--- src/design/tbww_pkg.sv ---
// Shared types and constants of the text box word wrap block.
// Used by tbww_front, tbww_back and text_box_word_wrap; no dependencies.
package tbww_pkg;

   localparam int ROW_W  = 3;
   localparam int COL_W  = 5;
   localparam int CHAR_W = 8;

   localparam logic [CHAR_W-1:0] CH_SPACE   = 8'd32;
   localparam logic [CHAR_W-1:0] CH_NEWLINE = 8'd10;
   localparam logic [CHAR_W-1:0] CH_END     = 8'd0;

   typedef enum logic [1:0] {
      CLS_CHAR,
      CLS_SPACE,
      CLS_NEWLINE,
      CLS_END
   } char_class_type;

   typedef struct packed {
      char_class_type      cls;
      logic [CHAR_W-1:0]   ch;
   } queue_item_type;

endpackage

--- src/design/tbww_ram.sv ---
// Generic single write port, single read port RAM with registered read data.
// No dependencies.
module tbww_ram #(
   parameter int WIDTH = 8,
   parameter int DEPTH = 32
) (
   input  logic                     clock,
   input  logic                     wr_en,
   input  logic [$clog2(DEPTH)-1:0] wr_addr,
   input  logic [WIDTH-1:0]         wr_data,
   input  logic [$clog2(DEPTH)-1:0] rd_addr,
   output logic [WIDTH-1:0]         rd_data
);

   logic [WIDTH-1:0] mem_ff [DEPTH];
   logic [WIDTH-1:0] rd_data_ff;

   always_ff @(posedge clock) begin
      if (wr_en) begin
         mem_ff[wr_addr] <= wr_data;
      end
      rd_data_ff <= mem_ff[rd_addr];
   end

   assign rd_data = rd_data_ff;

endmodule

--- src/design/tbww_front.sv ---
// Front end: accepts text bytes, classifies them and holds them in a
// two-entry queue for the back end. Depends on tbww_pkg.
module tbww_front
   import tbww_pkg::*;
(
   input  logic              clock,
   input  logic              reset,
   input  logic              req_valid,
   output logic              req_ready,
   input  logic [CHAR_W-1:0] req_text_byte,
   output logic              q_valid,
   output queue_item_type    q_item,
   input  logic              q_pop
);

   queue_item_type entry_ff [2];
   logic           wptr_ff, wptr_in;
   logic           rptr_ff, rptr_in;
   logic [1:0]     count_ff, count_in;
   queue_item_type new_item;
   logic           push;

   always_comb begin
      new_item.ch = req_text_byte;
      if (req_text_byte == CH_END) begin
         new_item.cls = CLS_END;
      end else if (req_text_byte == CH_SPACE) begin
         new_item.cls = CLS_SPACE;
      end else if (req_text_byte == CH_NEWLINE) begin
         new_item.cls = CLS_NEWLINE;
      end else begin
         new_item.cls = CLS_CHAR;
      end
   end

   assign req_ready = (count_ff != 2'd2);
   assign push      = req_valid && req_ready;
   assign q_valid   = (count_ff != 2'd0);
   assign q_item    = entry_ff[rptr_ff];

   always_comb begin
      wptr_in  = push ? !wptr_ff : wptr_ff;
      rptr_in  = q_pop ? !rptr_ff : rptr_ff;
      count_in = count_ff + {1'b0, push} - {1'b0, q_pop};
   end

   always_ff @(posedge clock) begin
      if (reset) begin
         wptr_ff  <= 1'b0;
         rptr_ff  <= 1'b0;
         count_ff <= 2'd0;
      end else begin
         wptr_ff  <= wptr_in;
         rptr_ff  <= rptr_in;
         count_ff <= count_in;
      end
      if (push) begin
         entry_ff[wptr_ff] <= new_item;
      end
   end

endmodule

--- src/design/tbww_back.sv ---
// Back end: holds the current word in a RAM, places it by greedy wrap and
// drives cell writes through an output register. Depends on tbww_pkg, tbww_ram.
module tbww_back
   import tbww_pkg::*;
#(
   parameter int BOX_WIDTH = 32,
   parameter int BOX_ROWS  = 6
) (
   input  logic              clock,
   input  logic              reset,
   input  logic              q_valid,
   input  queue_item_type    q_item,
   output logic              q_pop,
   output logic              rsp_valid,
   input  logic              rsp_ready,
   output logic [ROW_W-1:0]  rsp_cell_row,
   output logic [COL_W-1:0]  rsp_cell_col,
   output logic [CHAR_W-1:0] rsp_cell_char,
   output logic              rsp_run_last
);

   localparam int CW = $clog2(BOX_WIDTH + 1);
   localparam int RW = $clog2(BOX_ROWS + 1);
   localparam int AW = $clog2(BOX_WIDTH);
   localparam logic [CW-1:0] WIDTH_C = CW'(BOX_WIDTH);
   localparam logic [CW:0]   WIDTH_X = (CW + 1)'(BOX_WIDTH);
   localparam logic [RW:0]   ROWS_X  = (RW + 1)'(BOX_ROWS);

   typedef enum logic [1:0] {
      ST_IDLE,
      ST_FLUSH,
      ST_TAIL
   } state_type;

   typedef enum logic [1:0] {
      TL_SPACE,
      TL_NEWLINE,
      TL_LONGCH,
      TL_END
   } tail_type;

   state_type         state_ff, state_in;
   tail_type          tail_ff, tail_in;
   logic [RW-1:0]     row_ff, row_in;
   logic [CW-1:0]     col_ff, col_in;
   logic [CW-1:0]     wc_ff, wc_in;
   logic              long_ff, long_in;
   logic              full_ff, full_in;
   logic [AW-1:0]     idx_ff, idx_in;
   logic [AW-1:0]     last_ff, last_in;
   logic [CHAR_W-1:0] ch_ff, ch_in;

   logic              rsp_valid_ff, rsp_valid_in;
   logic [ROW_W-1:0]  rsp_row_ff, rsp_row_in;
   logic [COL_W-1:0]  rsp_col_ff, rsp_col_in;
   logic [CHAR_W-1:0] rsp_char_ff, rsp_char_in;
   logic              rsp_last_ff, rsp_last_in;

   logic              out_free;
   logic              emit;
   logic [RW-1:0]     emit_row;
   logic [CW-1:0]     emit_col;
   logic [CHAR_W-1:0] emit_char;
   logic              emit_last;
   logic [RW+2:0]     emit_row_wide;
   logic [CW+4:0]     emit_col_wide;

   logic [CW:0]       col_plus_wc;
   logic [CW:0]       col_plus_one;
   logic              need_nr;
   logic              row_ovf;
   logic              tail_emit;
   logic              at_last;

   logic              ram_we;
   logic [AW-1:0]     ram_waddr;
   logic [CHAR_W-1:0] ram_rdata;

   tbww_ram #(
      .WIDTH(CHAR_W),
      .DEPTH(BOX_WIDTH)
   ) u_word_ram (
      .clock   (clock),
      .wr_en   (ram_we),
      .wr_addr (ram_waddr),
      .wr_data (q_item.ch),
      .rd_addr (idx_in),
      .rd_data (ram_rdata)
   );

   assign out_free     = !rsp_valid_ff || rsp_ready;
   assign col_plus_wc  = {1'b0, col_ff} + {1'b0, wc_ff};
   assign col_plus_one = {1'b0, col_ff} + 1'b1;
   assign need_nr      = (col_ff != '0) && (col_plus_wc > WIDTH_X);
   assign row_ovf      = ({1'b0, row_ff} + 1'b1) >= ROWS_X;
   assign tail_emit    = ((tail_ff == TL_SPACE) && (col_plus_one < WIDTH_X)) ||
                         ((tail_ff == TL_LONGCH) && !row_ovf);
   assign at_last      = (idx_ff == last_ff);
   assign ram_waddr    = AW'(wc_ff);

   always_comb begin
      state_in  = state_ff;
      tail_in   = tail_ff;
      row_in    = row_ff;
      col_in    = col_ff;
      wc_in     = wc_ff;
      long_in   = long_ff;
      full_in   = full_ff;
      idx_in    = idx_ff;
      last_in   = last_ff;
      ch_in     = ch_ff;
      q_pop     = 1'b0;
      ram_we    = 1'b0;
      emit      = 1'b0;
      emit_row  = row_ff;
      emit_col  = col_ff;
      emit_char = ch_ff;
      emit_last = 1'b1;

      case (state_ff)
         ST_IDLE: begin
            if (q_valid) begin
               q_pop = 1'b1;
               ch_in = q_item.ch;
               if (q_item.cls == CLS_END) begin
                  if (!full_ff && !long_ff && (wc_ff != '0) && !(need_nr && row_ovf)) begin
                     if (need_nr) begin
                        row_in = row_ff + 1'b1;
                        col_in = '0;
                     end
                     last_in  = AW'(wc_ff - 1'b1);
                     idx_in   = '0;
                     wc_in    = '0;
                     long_in  = 1'b0;
                     tail_in  = TL_END;
                     state_in = ST_FLUSH;
                  end else begin
                     row_in  = '0;
                     col_in  = '0;
                     wc_in   = '0;
                     long_in = 1'b0;
                     full_in = 1'b0;
                  end
               end else if (full_ff) begin
                  // drop until the terminator
               end else if (q_item.cls == CLS_SPACE || q_item.cls == CLS_NEWLINE) begin
                  tail_in = (q_item.cls == CLS_SPACE) ? TL_SPACE : TL_NEWLINE;
                  wc_in   = '0;
                  long_in = 1'b0;
                  if (!long_ff && (wc_ff != '0)) begin
                     if (need_nr && row_ovf) begin
                        row_in  = row_ff + 1'b1;
                        col_in  = '0;
                        full_in = 1'b1;
                     end else begin
                        if (need_nr) begin
                           row_in = row_ff + 1'b1;
                           col_in = '0;
                        end
                        last_in  = AW'(wc_ff - 1'b1);
                        idx_in   = '0;
                        state_in = ST_FLUSH;
                     end
                  end else begin
                     state_in = ST_TAIL;
                  end
               end else if (long_ff) begin
                  tail_in  = TL_LONGCH;
                  state_in = ST_TAIL;
               end else if (wc_ff < WIDTH_C) begin
                  ram_we = 1'b1;
                  wc_in  = wc_ff + 1'b1;
               end else begin
                  if ((col_ff != '0) && row_ovf) begin
                     row_in  = row_ff + 1'b1;
                     col_in  = '0;
                     full_in = 1'b1;
                     wc_in   = '0;
                     long_in = 1'b0;
                  end else begin
                     if (col_ff != '0) begin
                        row_in = row_ff + 1'b1;
                        col_in = '0;
                     end
                     last_in  = AW'(wc_ff - 1'b1);
                     idx_in   = '0;
                     wc_in    = '0;
                     long_in  = 1'b1;
                     tail_in  = TL_LONGCH;
                     state_in = ST_FLUSH;
                  end
               end
            end
         end

         ST_FLUSH: begin
            if (out_free) begin
               emit      = 1'b1;
               emit_char = ram_rdata;
               emit_last = at_last && !tail_emit;
               col_in    = col_ff + 1'b1;
               if (at_last) begin
                  state_in = ST_TAIL;
               end else begin
                  idx_in = idx_ff + 1'b1;
               end
            end
         end

         ST_TAIL: begin
            case (tail_ff)
               TL_SPACE: begin
                  if ((col_ff != '0) && (col_ff < WIDTH_C)) begin
                     if (out_free) begin
                        emit      = 1'b1;
                        emit_char = CH_SPACE;
                        col_in    = col_ff + 1'b1;
                        state_in  = ST_IDLE;
                     end
                  end else begin
                     state_in = ST_IDLE;
                  end
               end
               TL_NEWLINE: begin
                  row_in   = row_ff + 1'b1;
                  col_in   = '0;
                  full_in  = row_ovf;
                  state_in = ST_IDLE;
               end
               TL_LONGCH: begin
                  if (col_ff >= WIDTH_C) begin
                     if (row_ovf) begin
                        row_in   = row_ff + 1'b1;
                        col_in   = '0;
                        full_in  = 1'b1;
                        long_in  = 1'b0;
                        state_in = ST_IDLE;
                     end else if (out_free) begin
                        emit     = 1'b1;
                        emit_row = row_ff + 1'b1;
                        emit_col = '0;
                        row_in   = row_ff + 1'b1;
                        col_in   = CW'(1);
                        long_in  = 1'b1;
                        state_in = ST_IDLE;
                     end
                  end else if (out_free) begin
                     emit     = 1'b1;
                     col_in   = col_ff + 1'b1;
                     long_in  = 1'b1;
                     state_in = ST_IDLE;
                  end
               end
               TL_END: begin
                  row_in   = '0;
                  col_in   = '0;
                  wc_in    = '0;
                  long_in  = 1'b0;
                  full_in  = 1'b0;
                  state_in = ST_IDLE;
               end
               default: begin
                  state_in = ST_IDLE;
               end
            endcase
         end

         default: begin
            state_in = ST_IDLE;
         end
      endcase
   end

   assign emit_row_wide = (RW + 3)'(emit_row);
   assign emit_col_wide = (CW + 5)'(emit_col);

   always_comb begin
      rsp_valid_in = rsp_valid_ff;
      rsp_row_in   = rsp_row_ff;
      rsp_col_in   = rsp_col_ff;
      rsp_char_in  = rsp_char_ff;
      rsp_last_in  = rsp_last_ff;
      if (emit) begin
         rsp_valid_in = 1'b1;
         rsp_row_in   = emit_row_wide[ROW_W-1:0];
         rsp_col_in   = emit_col_wide[COL_W-1:0];
         rsp_char_in  = emit_char;
         rsp_last_in  = emit_last;
      end else if (rsp_ready) begin
         rsp_valid_in = 1'b0;
      end
   end

   always_ff @(posedge clock) begin
      if (reset) begin
         state_ff     <= ST_IDLE;
         tail_ff      <= TL_END;
         row_ff       <= '0;
         col_ff       <= '0;
         wc_ff        <= '0;
         long_ff      <= 1'b0;
         full_ff      <= 1'b0;
         idx_ff       <= '0;
         last_ff      <= '0;
         rsp_valid_ff <= 1'b0;
      end else begin
         state_ff     <= state_in;
         tail_ff      <= tail_in;
         row_ff       <= row_in;
         col_ff       <= col_in;
         wc_ff        <= wc_in;
         long_ff      <= long_in;
         full_ff      <= full_in;
         idx_ff       <= idx_in;
         last_ff      <= last_in;
         rsp_valid_ff <= rsp_valid_in;
      end
      ch_ff       <= ch_in;
      rsp_row_ff  <= rsp_row_in;
      rsp_col_ff  <= rsp_col_in;
      rsp_char_ff <= rsp_char_in;
      rsp_last_ff <= rsp_last_in;
   end

   assign rsp_valid     = rsp_valid_ff;
   assign rsp_cell_row  = rsp_row_ff;
   assign rsp_cell_col  = rsp_col_ff;
   assign rsp_cell_char = rsp_char_ff;
   assign rsp_run_last  = rsp_last_ff;

endmodule

--- src/design/text_box_word_wrap.sv ---
// Text box word wrap: greedy wrap of a byte string into a box of cell writes.
// Items pass through the two-entry front queue, the back end and the output register.
// A word byte is written to the word RAM when popped; a space, newline or long-word
// byte can first place the held word bytes, and the back end pops no byte meanwhile.
// Reset: synchronous, clears position, word count, modes and queue; word RAM is
// not cleared. Depends on tbww_pkg, tbww_front, tbww_back.
module text_box_word_wrap
   import tbww_pkg::*;
#(
   parameter int BOX_WIDTH = 32,
   parameter int BOX_ROWS  = 6
) (
   input  logic              clock,
   input  logic              reset,
   input  logic              req_valid,
   output logic              req_ready,
   input  logic [CHAR_W-1:0] req_text_byte,
   output logic              rsp_valid,
   input  logic              rsp_ready,
   output logic [ROW_W-1:0]  rsp_cell_row,
   output logic [COL_W-1:0]  rsp_cell_col,
   output logic [CHAR_W-1:0] rsp_cell_char,
   output logic              rsp_run_last
);

   logic           q_valid;
   logic           q_pop;
   queue_item_type q_item;

   tbww_front u_front (
      .clock         (clock),
      .reset         (reset),
      .req_valid     (req_valid),
      .req_ready     (req_ready),
      .req_text_byte (req_text_byte),
      .q_valid       (q_valid),
      .q_item        (q_item),
      .q_pop         (q_pop)
   );

   tbww_back #(
      .BOX_WIDTH(BOX_WIDTH),
      .BOX_ROWS (BOX_ROWS)
   ) u_back (
      .clock         (clock),
      .reset         (reset),
      .q_valid       (q_valid),
      .q_item        (q_item),
      .q_pop         (q_pop),
      .rsp_valid     (rsp_valid),
      .rsp_ready     (rsp_ready),
      .rsp_cell_row  (rsp_cell_row),
      .rsp_cell_col  (rsp_cell_col),
      .rsp_cell_char (rsp_cell_char),
      .rsp_run_last  (rsp_run_last)
   );

endmodule
--- config.mk ---
export PLATFORM = sky130hd
export DESIGN_NAME = text_box_word_wrap
export DESIGN_NICKNAME = d
export VERILOG_FILES = /design/src/design/tbww_pkg.sv /design/src/design/tbww_ram.sv /design/src/design/tbww_front.sv /design/src/design/tbww_back.sv /design/src/design/text_box_word_wrap.sv
export SDC_FILE = /design/constraint.sdc
export NUM_CORES = 1
export LEC_CHECK = 0
export ABC_CLOCK_PERIOD_IN_PS = 6200
export BUFFER_PORTS_ARGS = -buffer_cell sky130_fd_sc_hd__clkbuf_2
export CORE_ASPECT_RATIO = 0.9
export CORE_UTILIZATION = 60
export CTS_BUF_LIST = sky130_fd_sc_hd__clkbuf_2 sky130_fd_sc_hd__clkbuf_4 sky130_fd_sc_hd__clkbuf_8
export DETAILED_ROUTE_END_ITERATION = 12
export PLACE_DENSITY = 0.79
export SETUP_SLACK_MARGIN = 0.2
export SLEW_MARGIN = 25
export SYNTH_ARGS = -nofsm -noshare
export SYNTH_HDL_FRONTEND = slang
export SYNTH_SLANG_ARGS = --single-unit
--- constraint.sdc ---
create_clock -name clock -period 6.2 [get_ports clock]
set_input_delay 0.62 -clock clock [delete_from_list [all_inputs] [get_ports clock]]
set_output_delay 0.62 -clock clock [all_outputs]
set_load 0.1 [all_outputs]
==> results.txt <==
- DP Cell Count: 1446
* Mapped cell area: 14900 um2
* Max-capacitance violation count: 0
- During I/O placement, the number of pins put on the boundary was 31.
- The floorplan step defined a core boundary enclosing 24300 um2.
- Signed area change from the synthesized netlist to the final layout: 10.3%
- Worst setup margin: 1.28 ns
* Number of vias after detailed routing: 9820
- Initial DRT Pass Iterations: 7
- For flop-to-flop paths, the worst setup slack is 1.28 ns.
* Layout fillers: 1687
- The analysis attributes to cell leakage a power of 5.56 nW.
- Synth area leader: sky130_fd_sc_hd__edfxtp_1
- Terminus of the critical flop-to-flop path: u_back.u_word_ram.rd_data[2]
* Buffers from clock root to sink, at most: 3
* Residual overflow from global routing: 0
- Insertion delay of the later-clocked pin in the worst-skew pair: 0.60 ns
* Crit path DAT: 5.36 ns
* Root Buffer Master: sky130_fd_sc_hd__clkbuf_8
- Inserted Diodes: 0
- Worst Skew: 0.0226 ns
- Setup repair after global routing left no endpoint under its margin.
* Clock sink count: 346
- Clock-pin slew on the worst setup and hold paths: 0.07 ns
- The tightest min-delay check is of the primary input to register type.
- # setup viols final: 0
* Tightest Pin Transition: 1.01 ns
- Starting utilization of the core area: 61.5%
- Antenna violations before repair: 0
- The synthesized design devotes to its leading area cell type 60.5% of total area.
- In this run the vertical extent of the chip is 152 um.
- Post-Place Worst Slack: 1.44 ns
* Detailed-route vias per instance: 6.35
- The worst pin sits at a relative slew slack of 31.9%.
- Highest Clock Rate: 203 MHz
* Mean routed wirelength per cell: 23.2 um
* Detail Placement HPWL: 22200 um
- The Yosys step of the flow raised 0 warnings.
* Setup TNS: 0 ns
* Total of hold buffers inserted after clock tree synthesis: 0
- Synth Instances: 1160
- The die covers 25500 um2.
* Kind of launch point of the worst setup path: register
- Yosys attributes the largest share of cell area to sky130_fd_sc_hd__edfxtp_1 (60%), sky130_fd_sc_hd__dfxtp_1 (6.0%), sky130_fd_sc_hd__mux2i_1 (4.9%), sky130_fd_sc_hd__nand2_1 (4.3%), sky130_fd_sc_hd__nor2_1 (2.3%).
* Number of port buffers: 30
* Syn Nets: 1197
* Async set-or-reset flop fraction in the synthesized netlist: 0%
- Capturing element type of the critical path: register
- The run finished with clean final reports.
- CP endpoint: u_back.u_word_ram.rd_data[2]
- The count of pins over their slew limit was 0.
- In the routed design, unresolved DRC markers number 0.
* Time the final worst path needs with I/O delays and setup: 4.92 ns
- Standard-cell rows: 54
- In the final design database the tool counted 1231 nets.
- TritonCTS built the clock tree.
* Sum of routed wire length over all layers: 35800 um
* Depth of the worst register-to-register path: 12
- The first global-routing pass estimated 54200 um of wire.
- The average instance in the mapped netlist occupies 12.9 um2.
- Kind of critical path: register to register
- In this run the worst path has a maximum fanout of 56.
- Entering global routing, the biggest net connects 57 pins.
- The detail route stage leaves a number of antenna-violating nets equal to 0.
- Routability-driven placement congestion ratio: 0.931
* Required time at the endpoint of the critical path: 6.65 ns
- The number of clock buffers added by TritonCTS is 53.
- Leaving out fill and tap cells, the most frequent cell in the layout is sky130_fd_sc_hd__edfxtp_1.
* Level count of the clock H-tree: 2
- Count of flip-flops with a built-in enable after synthesis: 301
- Across the VDD grid, the largest voltage drop is 0.217 mV.
- The synthesized netlist contains 71 unique library cells.
- In the finished design, the share of the clock period the worst path needs comes to 79.3%.
* Synthesized flop and latch total: 346
* Fraction of the core area covered by cells at the end of the flow: 67.8%
* Post-CTS Setup Bufs: 0
* Die Wd: 168 um
* Non-filler instance count after layout: 1546
- The via count of the first global-routing pass is 9279.
* Initial detailed-routing violation count: 1437
- In the final layout, the share of cells above drive strength 1 is 12.7%.
- FF-to-FF Start: u_back.wc_ff[2]
* Post_cts resized: 0
* Seq/Total Area, Yosys: 66.5%
* Launching instance or port of the critical path: u_back.wc_ff[2]
- Final number of hold-violating endpoints: 0
* Commonest cells after routing, fill and taps aside: sky130_fd_sc_hd__edfxtp_1 (301), sky130_fd_sc_hd__nand2_1 (171), sky130_fd_sc_hd__nor2_1 (90), sky130_fd_sc_hd__mux2i_1 (73), sky130_fd_sc_hd__clkbuf_8 (59)
- For this run, the leading register cell type out of synthesis is sky130_fd_sc_hd__edfxtp_1.
- For this design the ratio of total power to cell area is 403 nW/um2.
- Global routing used 28.6% of the available tracks across all layers.
cells in the mapped netlist, drive strengths merged (24+ instances only):
cell	number
edfxtp	301
nand2	171
nor2	91
mux2i	73
nand3	53
dfxtp	45
a21oi	36
a32oi	35
buf	33
inv	30
o21ai	30
clkbuf	28
ha	24
layer usage:
metal | global-route usage [%] | wire length, um | up-vias
li1 | - | - | 4442
met1 | 41.2 | 15100 | 4740
met2 | 42.4 | 15900 | 542
met3 | 6.05 | 3670 | 96
met4 | 12.0 | 1170 | 0
met5 | 0 | 0 | -
cell families after synthesis:
group           share of synthesized area, %
simple gates                            12.2
flops                                   66.5
compound gates                          9.29
buf+inv                                 2.79
mux                                     5.64
xor+xnor                                1.46
fa+ha+maj                               2.14
worst max-delay path, cell delays in order (launching register included):
cell and delay (ns):
sky130_fd_sc_hd__dfxtp_1 0.65, sky130_fd_sc_hd__ha_1 0.41, sky130_fd_sc_hd__o21a_1 0.23, sky130_fd_sc_hd__a211o_1 0.31, sky130_fd_sc_hd__a211oi_2 0.24, sky130_fd_sc_hd__nand4_1 0.16, sky130_fd_sc_hd__a32oi_2 0.64, sky130_fd_sc_hd__a21o_4 0.65
sky130_fd_sc_hd__buf_12 0.41, sky130_fd_sc_hd__mux2i_1 0.27, sky130_fd_sc_hd__a221oi_1 0.11, sky130_fd_sc_hd__a22oi_1 0.49, sky130_fd_sc_hd__nand3_1 0.16
cell type report:
class | count | area (um2) | area share, %
Inverter | 31 | 116 | 0.706
Clock inverter | 25 | 226 | 1.37
Sequential cell | 346 | 9940 | 60.3
Clock buffer | 74 | 925 | 5.61
Multi-Input combinational cell | 722 | 4620 | 28.0
Tap cell | 308 | 385 | 2.34
Timing Repair Buffer | 40 | 270 | 1.64
state kept, by name, summed over array words and instances, names as in the netlist, 3 cells and up, named ones only:
name and cells:
u_back.u_word_ram.mem_ff 256, u_back.rsp_cell_char 8, u_back.rsp_cell_row 3, u_back.u_word_ram.rd_data 8, u_back.col_ff 6, u_back.wc_ff 6, u_front.entry_ff 20, u_back.idx_ff 5
u_back.rsp_cell_col 5, u_back.ch_ff 8, u_back.last_ff 5
worst min path at each step:
stage | start | to | slack [ns] | cells after the start
floorplan | u_back.last_ff[1] | u_back.last_ff[1] | 0.45 | 2
global placement | u_back.last_ff[1] | u_back.last_ff[1] | 0.46 | 2
detailed placement | u_back.last_ff[1] | u_back.last_ff[1] | 0.47 | 2
CTS | req_text_byte[2] | u_front.entry_ff[1][2] | 0.22 | 1
global route | req_text_byte[2] | u_front.entry_ff[1][2] | 0.23 | 1
finish | req_text_byte[2] | u_front.entry_ff[1][2] | 0.24 | 1
per-stage QoR:
step	cell area [um2]	hold slack [ns]	power, mW
after floorplan	14900	0.448	4.09
after global placement	15300	0.461	4.57
after detailed placement	15300	0.469	4.61
after CTS	16500	0.218	6.61
after global routing	16500	0.229	6.87
final	16500	0.236	6.64
power by group:
part           total [mW]  leakage, nW  switching, mW  internal, mW
clock network        2.03        0.608          0.897          1.13
logic                1.61         1.87           1.13         0.477
registers            3.00         3.09          0.133          2.86
total                6.64         5.56           2.16          4.47
Power figures use the tool's default switching activity.
